==> config.mk <==
export PLATFORM = sky130hd
export DESIGN_NAME = aging_neighbor_table
export DESIGN_NICKNAME = d
export VERILOG_FILES = /design/src/hdl/ant_pkg.sv /design/src/hdl/aging_neighbor_table.sv /design/src/hdl/ant_age_unit.sv
export SDC_FILE = /design/constraint.sdc
export NUM_CORES = 2
export LEC_CHECK = 0
export BUFFER_PORTS_ARGS = -buffer_cell sky130_fd_sc_hd__buf_2
export CORE_MARGIN = 1.5
export CORE_UTILIZATION = 45
export CTS_BUF_LIST = sky130_fd_sc_hd__clkbuf_2
export DETAILED_ROUTE_END_ITERATION = 12
export GPL_ROUTABILITY_DRIVEN = 0
export HOLD_SLACK_MARGIN = 0.12
export PLACE_DENSITY_LB_ADDON = 0.15
export SLEW_MARGIN = 40
export SYNTH_ARGS = -nofsm -noshare
export SYNTH_HDL_FRONTEND = slang
export SYNTH_HIERARCHICAL = 1
export SYNTH_SLANG_ARGS = --single-unit
==> constraint.sdc <==
create_clock -name clk -period 14.2 [get_ports clk]
set_input_delay 2.84 -clock clk [delete_from_list [all_inputs] [get_ports clk]]
set_output_delay 2.84 -clock clk [all_outputs]
set_load 0.05 [all_outputs]
==> src/hdl/ant_pkg.sv <==
// Package for the aging neighbor table: transfer payload types, opcodes,
// sequencer states, age unit result type and reset constants. No dependencies.
`default_nettype none

package ant_pkg;

	localparam int TABLE_ENTRIES_DEF = 12;
	localparam logic [31:0] TIMEOUT_RESET = 32'd60000;
	localparam logic [47:0] BCAST_ADDR = 48'hFFFF_FFFF_FFFF;

	typedef enum logic [1:0] {
		OP_LEARN  = 2'd0,
		OP_LOOKUP = 2'd1,
		OP_EXPIRE = 2'd2,
		OP_SEND   = 2'd3
	} opcode_t;

	typedef enum logic [2:0] {
		ST_IDLE,
		ST_SCAN,
		ST_PICK,
		ST_FIN,
		ST_EMIT,
		ST_OUT
	} state_t;

	typedef struct packed {
		logic [1:0]         opcode;
		logic [31:0]        node_id;
		logic [47:0]        station_addr;
		logic signed [7:0]  signal_level;
		logic [31:0]        now_ms;
		logic               send_ok;
	} in_t;

	typedef struct packed {
		logic               found;
		logic [47:0]        found_addr;
		logic signed [7:0]  found_level;
		logic [31:0]        ok_count;
		logic [31:0]        fail_count;
		logic               removed;
		logic [47:0]        removed_addr;
		logic [3:0]         live_count;
		logic               last;
	} out_t;

	typedef struct packed {
		logic [31:0] age;
		logic        stale;
		logic        older;
	} age_res_t;

endpackage

`default_nettype wire

==> src/hdl/aging_neighbor_table.sv <==
// Aging neighbor table top level: sequencer, entry storage, output register.
// Depends on ant_pkg and ant_age_unit.
//
// channel | signals                     | direction
// in      | in_valid/in_ready, in_data  | item transfer into the table
// out     | out_valid/out_ready, out_data | result transfer, one or more per item
// cfg     | cfg_we, cfg_wdata           | peer timeout write, no wait
//
// Steps: an item scans the entries one by one (a hit ends the scan early), then
// passes ST_PICK and ST_FIN and waits for its result transfer; expire always
// scans the full table, then walks the stale marks in ST_EMIT with one output
// transfer per result. The scan steps through the single age unit and entry read
// port. Ignored learns and broadcast sends skip the scan and go straight to ST_OUT.
// Reset clears valid bits and live count and sets timeout to TIMEOUT_RESET; no clearing pass.
// A stalled result holds in the output register; in_ready stays low meanwhile.
`default_nettype none

module aging_neighbor_table import ant_pkg::*; #(
	parameter int TABLE_ENTRIES = TABLE_ENTRIES_DEF
) (
	input  wire logic        clk,
	input  wire logic        arst_n,
	input  wire logic        in_valid,
	output logic             in_ready,
	input  wire in_t         in_data,
	output logic             out_valid,
	input  wire logic        out_ready,
	output out_t             out_data,
	input  wire logic        cfg_we,
	input  wire logic [31:0] cfg_wdata
);

	localparam int IDX_W = (TABLE_ENTRIES > 1) ? $clog2(TABLE_ENTRIES) : 1;
	localparam int CNT_W = $clog2(TABLE_ENTRIES + 1);
	localparam logic [IDX_W-1:0] LAST_IDX = IDX_W'(TABLE_ENTRIES - 1);

	// entry storage: valid bits reset, payload written before use
	logic [TABLE_ENTRIES-1:0] used_q;
	logic [31:0]              node_q  [TABLE_ENTRIES];
	logic [47:0]              addr_q  [TABLE_ENTRIES];
	logic signed [7:0]        level_q [TABLE_ENTRIES];
	logic [31:0]              seen_q  [TABLE_ENTRIES];
	logic [31:0]              okc_q   [TABLE_ENTRIES];
	logic [31:0]              failc_q [TABLE_ENTRIES];

	state_t                   state_q, state_d;
	in_t                      op_q;
	logic [31:0]              timeout_q;
	logic [IDX_W-1:0]         idx_q, slot_q, oldest_q;
	logic [31:0]              oldest_age_q;
	logic                     hit_q, free_q, more_q;
	logic [TABLE_ENTRIES-1:0] stale_q;
	logic [CNT_W-1:0]         stale_cnt_q, live_q;
	logic                     out_valid_q;
	out_t                     out_q;

	// current scan entry and shared age unit
	logic              cur_used, cur_hit, cur_stale, last_idx, in_skip, load_out;
	logic [CNT_W-1:0]  stale_total, live_learn;
	age_res_t          ar;
	out_t              out_d;

	ant_age_unit u_age (
		.now_ms     (op_q.now_ms),
		.seen       (seen_q[idx_q]),
		.timeout    (timeout_q),
		.oldest_age (oldest_age_q),
		.res        (ar)
	);

	assign cur_used    = used_q[idx_q];
	assign cur_stale   = cur_used & ar.stale;
	assign last_idx    = (idx_q == LAST_IDX);
	assign stale_total = stale_cnt_q + CNT_W'(cur_stale);
	assign live_learn  = live_q + CNT_W'(!hit_q && free_q);
	assign in_skip     = ((in_data.opcode == OP_LEARN) &&
			((in_data.node_id == 32'd0) || (in_data.station_addr == BCAST_ADDR))) ||
			((in_data.opcode == OP_SEND) && (in_data.station_addr == BCAST_ADDR));

	always_comb begin
		case (op_q.opcode)
			OP_LEARN:  cur_hit = cur_used & ((node_q[idx_q] == op_q.node_id) ||
					(addr_q[idx_q] == op_q.station_addr));
			OP_LOOKUP: cur_hit = cur_used & (node_q[idx_q] == op_q.node_id) & ~ar.stale;
			OP_SEND:   cur_hit = cur_used & (addr_q[idx_q] == op_q.station_addr);
			default:   cur_hit = 1'b0;
		endcase
	end

	// next state and result assembly
	always_comb begin
		state_d  = state_q;
		load_out = 1'b0;
		out_d    = '0;
		out_d.live_count = 4'(live_q);
		out_d.last       = 1'b1;
		case (state_q)
			ST_IDLE: begin
				if (in_valid) begin
					if (in_skip) begin
						load_out = 1'b1;
						state_d  = ST_OUT;
					end else begin
						state_d = ST_SCAN;
					end
				end
			end
			ST_SCAN: begin
				if (op_q.opcode == OP_EXPIRE) begin
					if (last_idx) begin
						if (stale_total == '0) begin
							load_out = 1'b1;
							state_d  = ST_OUT;
						end else begin
							state_d = ST_EMIT;
						end
					end
				end else if (cur_hit || last_idx) begin
					state_d = ST_PICK;
				end
			end
			ST_PICK: state_d = ST_FIN;
			ST_FIN: begin
				load_out = 1'b1;
				state_d  = ST_OUT;
				case (op_q.opcode)
					OP_LEARN: begin
						out_d.found       = 1'b1;
						out_d.found_addr  = op_q.station_addr;
						out_d.found_level = op_q.signal_level;
						out_d.ok_count    = (!hit_q && free_q) ? 32'd0 : okc_q[idx_q];
						out_d.fail_count  = (!hit_q && free_q) ? 32'd0 : failc_q[idx_q];
						out_d.removed     = !hit_q && !free_q &&
								(addr_q[idx_q] != op_q.station_addr);
						out_d.removed_addr = out_d.removed ? addr_q[idx_q] : 48'd0;
						out_d.live_count  = 4'(live_learn);
					end
					OP_LOOKUP, OP_SEND: begin
						if (hit_q) begin
							out_d.found       = 1'b1;
							out_d.found_addr  = addr_q[idx_q];
							out_d.found_level = level_q[idx_q];
							out_d.ok_count    = okc_q[idx_q];
							out_d.fail_count  = failc_q[idx_q];
							if (op_q.opcode == OP_SEND) begin
								if (op_q.send_ok)
									out_d.ok_count = okc_q[idx_q] + 32'd1;
								else
									out_d.fail_count = failc_q[idx_q] + 32'd1;
							end
						end
					end
					default: ;
				endcase
			end
			ST_EMIT: begin
				if (stale_q[idx_q]) begin
					load_out           = 1'b1;
					state_d            = ST_OUT;
					out_d.removed      = 1'b1;
					out_d.removed_addr = addr_q[idx_q];
					out_d.last         = (stale_cnt_q == CNT_W'(1));
				end
			end
			ST_OUT: begin
				if (out_ready)
					state_d = more_q ? ST_EMIT : ST_IDLE;
			end
			default: state_d = ST_IDLE;
		endcase
	end

	always_ff @(posedge clk or negedge arst_n) begin
		if (!arst_n) begin
			state_q <= ST_IDLE;
		end else begin
			state_q <= state_d;
		end
	end

	// control registers
	always_ff @(posedge clk or negedge arst_n) begin
		if (!arst_n) begin
			used_q       <= '0;
			live_q       <= '0;
			timeout_q    <= TIMEOUT_RESET;
			out_valid_q  <= 1'b0;
			idx_q        <= '0;
			slot_q       <= '0;
			oldest_q     <= '0;
			oldest_age_q <= '0;
			hit_q        <= 1'b0;
			free_q       <= 1'b0;
			more_q       <= 1'b0;
			stale_q      <= '0;
			stale_cnt_q  <= '0;
		end else begin
			if (cfg_we)
				timeout_q <= cfg_wdata;
			if (load_out)
				out_valid_q <= 1'b1;
			else if (state_q == ST_OUT && out_ready)
				out_valid_q <= 1'b0;
			case (state_q)
				ST_IDLE: begin
					// start a fresh scan
					idx_q        <= '0;
					hit_q        <= 1'b0;
					free_q       <= 1'b0;
					oldest_q     <= '0;
					oldest_age_q <= '0;
					more_q       <= 1'b0;
					stale_q      <= '0;
					stale_cnt_q  <= '0;
				end
				ST_SCAN: begin
					if (op_q.opcode == OP_EXPIRE) begin
						stale_q[idx_q] <= cur_stale;
						stale_cnt_q    <= stale_total;
						if (last_idx) begin
							live_q <= live_q - stale_total;
							more_q <= (stale_total != '0);
							idx_q  <= '0;
						end else begin
							idx_q <= idx_q + 1'b1;
						end
					end else begin
						if (cur_hit) begin
							hit_q  <= 1'b1;
							slot_q <= idx_q;
						end else if (!cur_used && !free_q) begin
							free_q <= 1'b1;
							slot_q <= idx_q;
						end
						if (cur_used && ar.older) begin
							oldest_q     <= idx_q;
							oldest_age_q <= ar.age;
						end
						if (!cur_hit && !last_idx)
							idx_q <= idx_q + 1'b1;
					end
				end
				ST_PICK: begin
					// point the read port at the chosen slot
					idx_q <= (hit_q || free_q) ? slot_q : oldest_q;
				end
				ST_FIN: begin
					if (op_q.opcode == OP_LEARN) begin
						used_q[idx_q] <= 1'b1;
						live_q        <= live_learn;
					end
				end
				ST_EMIT: begin
					if (stale_q[idx_q]) begin
						used_q[idx_q]  <= 1'b0;
						stale_q[idx_q] <= 1'b0;
						stale_cnt_q    <= stale_cnt_q - 1'b1;
						more_q         <= (stale_cnt_q != CNT_W'(1));
					end
					if (!last_idx)
						idx_q <= idx_q + 1'b1;
				end
				default: ;
			endcase
		end
	end

	// payload registers
	always_ff @(posedge clk) begin
		if (state_q == ST_IDLE && in_valid)
			op_q <= in_data;
		if (load_out)
			out_q <= out_d;
		if (state_q == ST_FIN) begin
			if (op_q.opcode == OP_LEARN) begin
				node_q[idx_q]  <= op_q.node_id;
				addr_q[idx_q]  <= op_q.station_addr;
				level_q[idx_q] <= op_q.signal_level;
				seen_q[idx_q]  <= op_q.now_ms;
				if (!hit_q && free_q) begin
					okc_q[idx_q]   <= 32'd0;
					failc_q[idx_q] <= 32'd0;
				end
			end else if (op_q.opcode == OP_SEND && hit_q) begin
				if (op_q.send_ok)
					okc_q[idx_q] <= okc_q[idx_q] + 32'd1;
				else
					failc_q[idx_q] <= failc_q[idx_q] + 32'd1;
			end
		end
	end

	assign in_ready  = (state_q == ST_IDLE);
	assign out_valid = out_valid_q;
	assign out_data  = out_q;

`ifndef ASSERT_OFF
	a_ready_no_result: assert property (@(posedge clk) disable iff (!arst_n)
		in_ready |-> !out_valid)
		else $error("input ready while a result waits");
	a_live_bound: assert property (@(posedge clk) disable iff (!arst_n)
		live_q <= CNT_W'(TABLE_ENTRIES))
		else $error("live count above table size");
	a_emit_pending: assert property (@(posedge clk) disable iff (!arst_n)
		(state_q == ST_EMIT) |-> (stale_cnt_q != '0))
		else $error("stale walk with nothing pending");
	a_busy_after_take: assert property (@(posedge clk) disable iff (!arst_n)
		(in_valid && in_ready) |=> !in_ready)
		else $error("ready right after an item transfer");
`endif

endmodule

`default_nettype wire

==> src/hdl/ant_age_unit.sv <==
// Shared age unit: one wrapping subtract and two compares per cycle.
// Depends on ant_pkg.
`default_nettype none

module ant_age_unit import ant_pkg::*; (
	input  wire logic [31:0] now_ms,
	input  wire logic [31:0] seen,
	input  wire logic [31:0] timeout,
	input  wire logic [31:0] oldest_age,
	output age_res_t         res
);

	logic [31:0] age;

	assign age = now_ms - seen;

	always_comb begin
		res.age   = age;
		res.stale = (age >= timeout);
		res.older = (age >= oldest_age);
	end

endmodule

`default_nettype wire

* Word-level counts from Yosys, hierarchy flattened
Memory sizes are Yosys's and may differ from the RTL's.
Index checks and enable logic that the tools add are counted.
** Word-level totals
- Register bits after elaboration :: 413
- Memory bits (writable) :: 2208
- Memories kept :: 6
- Bits of input ports :: 160
** Memory list
- addr_q :: depth 12, width 48, rd ports 1, clocked after memory_dff 0, write ports 1, line aging_neighbor_table.sv:40 : logic [47:0] addr_q [TABLE_ENTRIES];
- failc_q :: depth 12, width 32, rd ports 1, clocked after memory_dff 0, write ports 1, line aging_neighbor_table.sv:44 : logic [31:0] failc_q [TABLE_ENTRIES];
- node_q :: depth 12, width 32, rd ports 1, clocked after memory_dff 0, write ports 1, line aging_neighbor_table.sv:39 : logic [31:0] node_q [TABLE_ENTRIES];
- okc_q :: depth 12, width 32, rd ports 1, clocked after memory_dff 0, write ports 1, line aging_neighbor_table.sv:43 : logic [31:0] okc_q [TABLE_ENTRIES];
- seen_q :: depth 12, width 32, rd ports 1, clocked after memory_dff 0, write ports 1, line aging_neighbor_table.sv:42 : logic [31:0] seen_q [TABLE_ENTRIES];
- level_q :: depth 12, width 8, rd ports 1, clocked after memory_dff 0, write ports 1, line aging_neighbor_table.sv:41 : logic signed [7:0] level_q [TABLE_ENTRIES];
** Operators by class
- Order comparisons :: 4
- Bitwise logic cells :: 13
- Reduce and logical (&&, ||, !) cells :: 47
- Equality and inequality tests :: 31
- Mux-type cells :: 96
- Add/sub/neg operators :: 8
** Operator list (count)
- 32-bit 2-to-1 mux :: 8
- 121-bit case mux with 2 select lines :: 1
- 121-bit 2-to-1 mux :: 1
- 49-bit case mux with 2 select lines :: 1
- 32-bit by 1-bit adder with 32-bit output, second input constant :: 2
- 32-bit >= comparator :: 2
- 64-bit 2-to-1 mux :: 1
- 32-bit case mux with 2 select lines :: 1
- 4-bit 2-to-1 mux :: 15
- 53-bit 2-to-1 mux :: 1
- 49-bit 2-to-1 mux :: 1
- 48-bit equality test :: 1
- 48-bit equality test, second input constant :: 1
- 12-bit 2-to-1 mux :: 4
- 48-bit 2-to-1 mux :: 1
- 48-bit != test :: 1
- 1-bit 2-to-1 mux :: 37
- 12-bit case mux with 3 select lines :: 1
- 32-bit equality test :: 1
- 32-bit logical NOT :: 1
- 32-bit subtractor :: 1
- 12-bit AND :: 2
- 3-bit 2-to-1 mux :: 8
- 2-bit != test, second input constant :: 12
- 45 further kinds :: 94

* Depth between registers and ports, before layout
An unclocked memory read counts as a cell.
- Word-level depth :: 11
- Gate-level depth with buffers :: 42
- Depth with buffers taken out :: 29

* Modules after synthesis
Netlist, hierarchy kept.
** Modules (own cells, without submodules)
- aging_neighbor_table :: cells an instance 5380, area each 103848.3 µm², times used 1, sequential area each 78138.7 µm²
- ant_age_unit :: cells an instance 482, area each 3344.5 µm², times used 1, sequential area each 0.0 µm²

* Worst setup path before layout
OpenSTA, ideal clock, no wires.
- Kind :: reg-to-reg
- Start point :: register idx_q[0]
- End point :: register out_q, in the netlist out_data[0], enable pin
- Library setup time :: 1.864 ns
- Period minus slack after synthesis :: 13.123 ns
- Stages on the path, launching flop included :: 40
- Required time :: 12.336 ns
- Slack :: 1.077 ns
- Arrival :: 11.259 ns
- Path buffers :: 13
- Cells stage by stage :: dfrtp_1 > buf_6 > buf_8 > buf_8 > buf_12 > buf_6 > buf_4 > buf_6 > buf_6 > buf_4 > buf_6 > buf_4 > buf_6 > buf_2 > mux4_2 > nand2_1 > o21ai_0 > ha_1 > (+4 left out) > a21oi_1 > a31oi_1 > o21a_1 > xnor2_1 > ha_1 > a21o_1 > a21oi_1 > nor2_1 > a211oi_1 > nor3_1 > a211o_1 > nor2b_1 > ha_1 > ha_1 > xor2_1 > nor4b_1 > nand4_1 > nand3_1
** RTL lines
- start, declared :: line aging_neighbor_table.sv:49 : logic [IDX_W-1:0] idx_q, slot_q, oldest_q;
- start signal, assigned :: line aging_neighbor_table.sv:225 : idx_q <= idx_q + 1'b1;
- start signal, assigned :: line aging_neighbor_table.sv:240 : idx_q <= idx_q + 1'b1;
- start signal, assigned :: line aging_neighbor_table.sv:245 : idx_q <= (hit_q || free_q) ? slot_q : oldest_q;
- end signal, assigned :: line aging_neighbor_table.sv:273 : out_q <= out_d;
- end, declared :: line aging_neighbor_table.sv:55 : out_t out_q;

==> results.json <==
{
  "hold_path_class": "reg2reg",
  "placementRows": 178,
  "leakagePower_uw": 0.0380,
  "cts_root_buffer": "clkbuf_2",
  "cts_max_level": 6,
  "ys_warn_count": 6,
  "ys_seq_elements": 2621,
  "synth_seq_area_share": 0.729,
  "antenna_found_initial": 11,
  "critPathRequiredTime_ps": 15670,
  "numCtsBuffers": 678,
  "cts_setup_buffers": 0,
  "fin_setup_tns_ps": 0,
  "worst-setup-path-type": "reg2reg",
  "cts_resized": 0,
  "rsz0062_at_grt": "false",
  "powerDensity_nw_per_um2": 173,
  "via_count": 58597,
  "cts.clk_slew.worst_paths_ps": 100,
  "cts.sinks": 2621,
  "tightest_slew_ps": 1260,
  "crit_path_end_kind": "flop",
  "worstSkewPairLatency_ps": 1920,
  "max_freq_ghz": 0.103,
  "maxSlewViolCount": 0,
  "layout_commonest_cell": "edfxtp_1",
  "syn-num-nets": 6138,
  "grt_max_degree": 105,
  "io_pins": 337,
  "nNetsFinal": 7004,
  "coreArea_um2": 236000,
  "clk_path_buf_depth": 4,
  "cp-start-kind": "flop",
  "wl_per_cell_um": 26.7,
  "post-route-period-util": 0.681,
  "dieArea_um2": 241000,
  "crit_path_top_delay_cell": "dfrtp_4",
  "ant_nets": 0,
  "slew_headroom": 0.161,
  "hold_viol": 0,
  "async_reset_ff_frac": 0.0439,
  "setup_viol": 0,
  "final_cell_mix": "edfxtp_1, clkbuf_2, mux4_2, nor2_1, buf_2",
  "fin_util": 0.504,
  "drc": 0,
  "ir_drop_mv": 0.162,
  "drive_gt1_frac": 0.298,
  "arrival_ps": 11130,
  "overflow": 0,
  "p_total_uw": 20600,
  "cts_tree": "yes",
  "syn_inst": 5862,
  "critPathBufInv": 5,
  "viasPerCell": 5.65,
  "wl_um": 277000,
  "drt-pass1-iter-count": 6,
  "yosysUniqueCellTypes": 89,
  "status": "complete, no violations",
  "initial_utilization": 0.454,
  "crit_family": "compound AO/OA/AOI/OAI gates",
  "hold_buffers": 0,
  "fin_cells": 10366,
  "dp.final_hpwl_um": 156000,
  "grt_pass1_vias": 60403,
  "filler_cell_count": 19892,
  "synthesis.area_um2": 107000,
  "first_iter_violations": 5223,
  "final.min_clock_period_ps": 9670,
  "fin_skew_ps": 249,
  "path_max_fanout": 97,
  "placedCellCount": 9195,
  "io_buffers": 336,
  "fp.dieW_um": 491,
  "syn_to_final_growth_pct": 10.9,
  "grt_pass1_wl_um": 404000,
  "synth_edf_count": 2506,
  "grt_usage": 0.228,
  "die_h_um": 491,
  "ys.flop_type": "edfxtp_1",
  "slowest_delay_ps": 910,
  "cap_violations": 0,
  "postSynthAreaPerCell_um2": 18.3
}
[worst reg2reg max path, delay by kind of cell, from the launching register on]
kind / cells / cell delay (ps)
AO/OA/AOI/OAI: 11 / 2690
buffers and inverters: 5 / 2130
AND/OR/NAND/NOR: 8 / 1740
flip-flops: 1 / 910
adder cells (fa/ha/maj): 3 / 810
XOR/XNOR: 2 / 560
multiplexers: 1 / 270
[worst paths after layout]
| path | endpoint | depth (start not counted) | from | slack (ps) |
|---|---|---|---|---|
| max reg2reg | out_data[13]$_DFFE_PP_ | 30 | idx_q[1]$_DFFE_PN0P_ | 4530 |
| min reg2reg | oldest_age_q[14]$_DFFE_PN0P_ | 2 | oldest_age_q[14]$_DFFE_PN0P_ | 490 |
| max in group asynchronous | idx_q[1]$_DFFE_PN0P_ | 2 | arst_n | 11860 |
| min in group asynchronous | oldest_age_q[4]$_DFFE_PN0P_ | 1 | arst_n | 980 |
| max | out_data[13]$_DFFE_PP_ | 30 | idx_q[1]$_DFFE_PN0P_ | 4530 |
| min | oldest_age_q[14]$_DFFE_PN0P_ | 2 | oldest_age_q[14]$_DFFE_PN0P_ | 490 |
[routing by layer]
layer / vias up / share of wire / GRT usage
met5: - / 0 / 0
met4: 0 / 0.024 / 0.0702
met3: 498 / 0.069 / 0.0461
met2: 2315 / 0.47 / 0.355
met1: 30258 / 0.44 / 0.323
li1: 25526 / - / -
[cell families (layout without fill, tap and decap cells)]
family,count (synthesis),in the layout,share of synthesized area
AO/OA/AOI/OAI,694,694,0.0406
XOR/XNOR,214,214,0.0175
adder cells (fa/ha/maj),116,116,0.0137
buffers and inverters,410,1749,0.0205
flip-flops,2621,2621,0.729
multiplexers,840,840,0.138
other,0,15,0
AND/OR/NAND/NOR,967,967,0.0404
[Yosys cell counts (all sizes together) (87+ instances only)]
| master | instances | area (um2) |
|---|---|---|
| mux2 | 87 | 995 |
| a21oi | 183 | 923 |
| nor2 | 402 | 1510 |
| ha | 114 | 1430 |
| clkbuf | 114 | 428 |
| buf | 169 | 1290 |
| mux4 | 497 | 11300 |
| dfrtp | 108 | 2700 |
| mux2i | 256 | 2560 |
| inv | 126 | 473 |
| xor2 | 100 | 876 |
| o21ai | 216 | 1080 |
| nand2 | 275 | 1030 |
| xnor2 | 114 | 998 |
| edfxtp | 2506 | 75300 |
[sequential cells by signal (all words and copies together) (netlist names), 3 cells and up, named ones only]
register / flops
state_q: 3
idx_q: 4
slot_q: 4
node_q: 384
out_data: 175
op_q: 123
level_q: 96
live_q: 4
stale_cnt_q: 4
failc_q: 384
oldest_q: 4
stale_q: 12
addr_q: 576
oldest_age_q: 32
timeout_q: 32
okc_q: 384
seen_q: 384
[power by group]
group          switching [uW]  total [uW]  internal [uW]
Clock                    3020        5020           2000
Sequential                289        8910           8620
Combinational            3990        6680           2690
[stage by stage]
stage	hold slack, ps	area, um2	setup WS, ps
finish	486	119000	4530
global route	517	119000	3890
CTS	491	119000	4370
detailed placement	470	113000	4400
global placement	461	113000	4200
floorplan	448	107000	1080
[final cells by class]
class / instances / area [um2] / area share
flip-flops and latches: 2621 / 78200 / 0.657
multi-input cells: 2831 / 27300 / 0.229
clock buffers: 971 / 4860 / 0.0409
well taps: 3150 / 3940 / 0.0332
repair buffers: 469 / 3150 / 0.0265
clock inverters: 182 / 996 / 0.00838
inverters: 127 / 482 / 0.00405
diodes: 15 / 37.5 / 0.000316
Power figures use the tool's default switching activity.
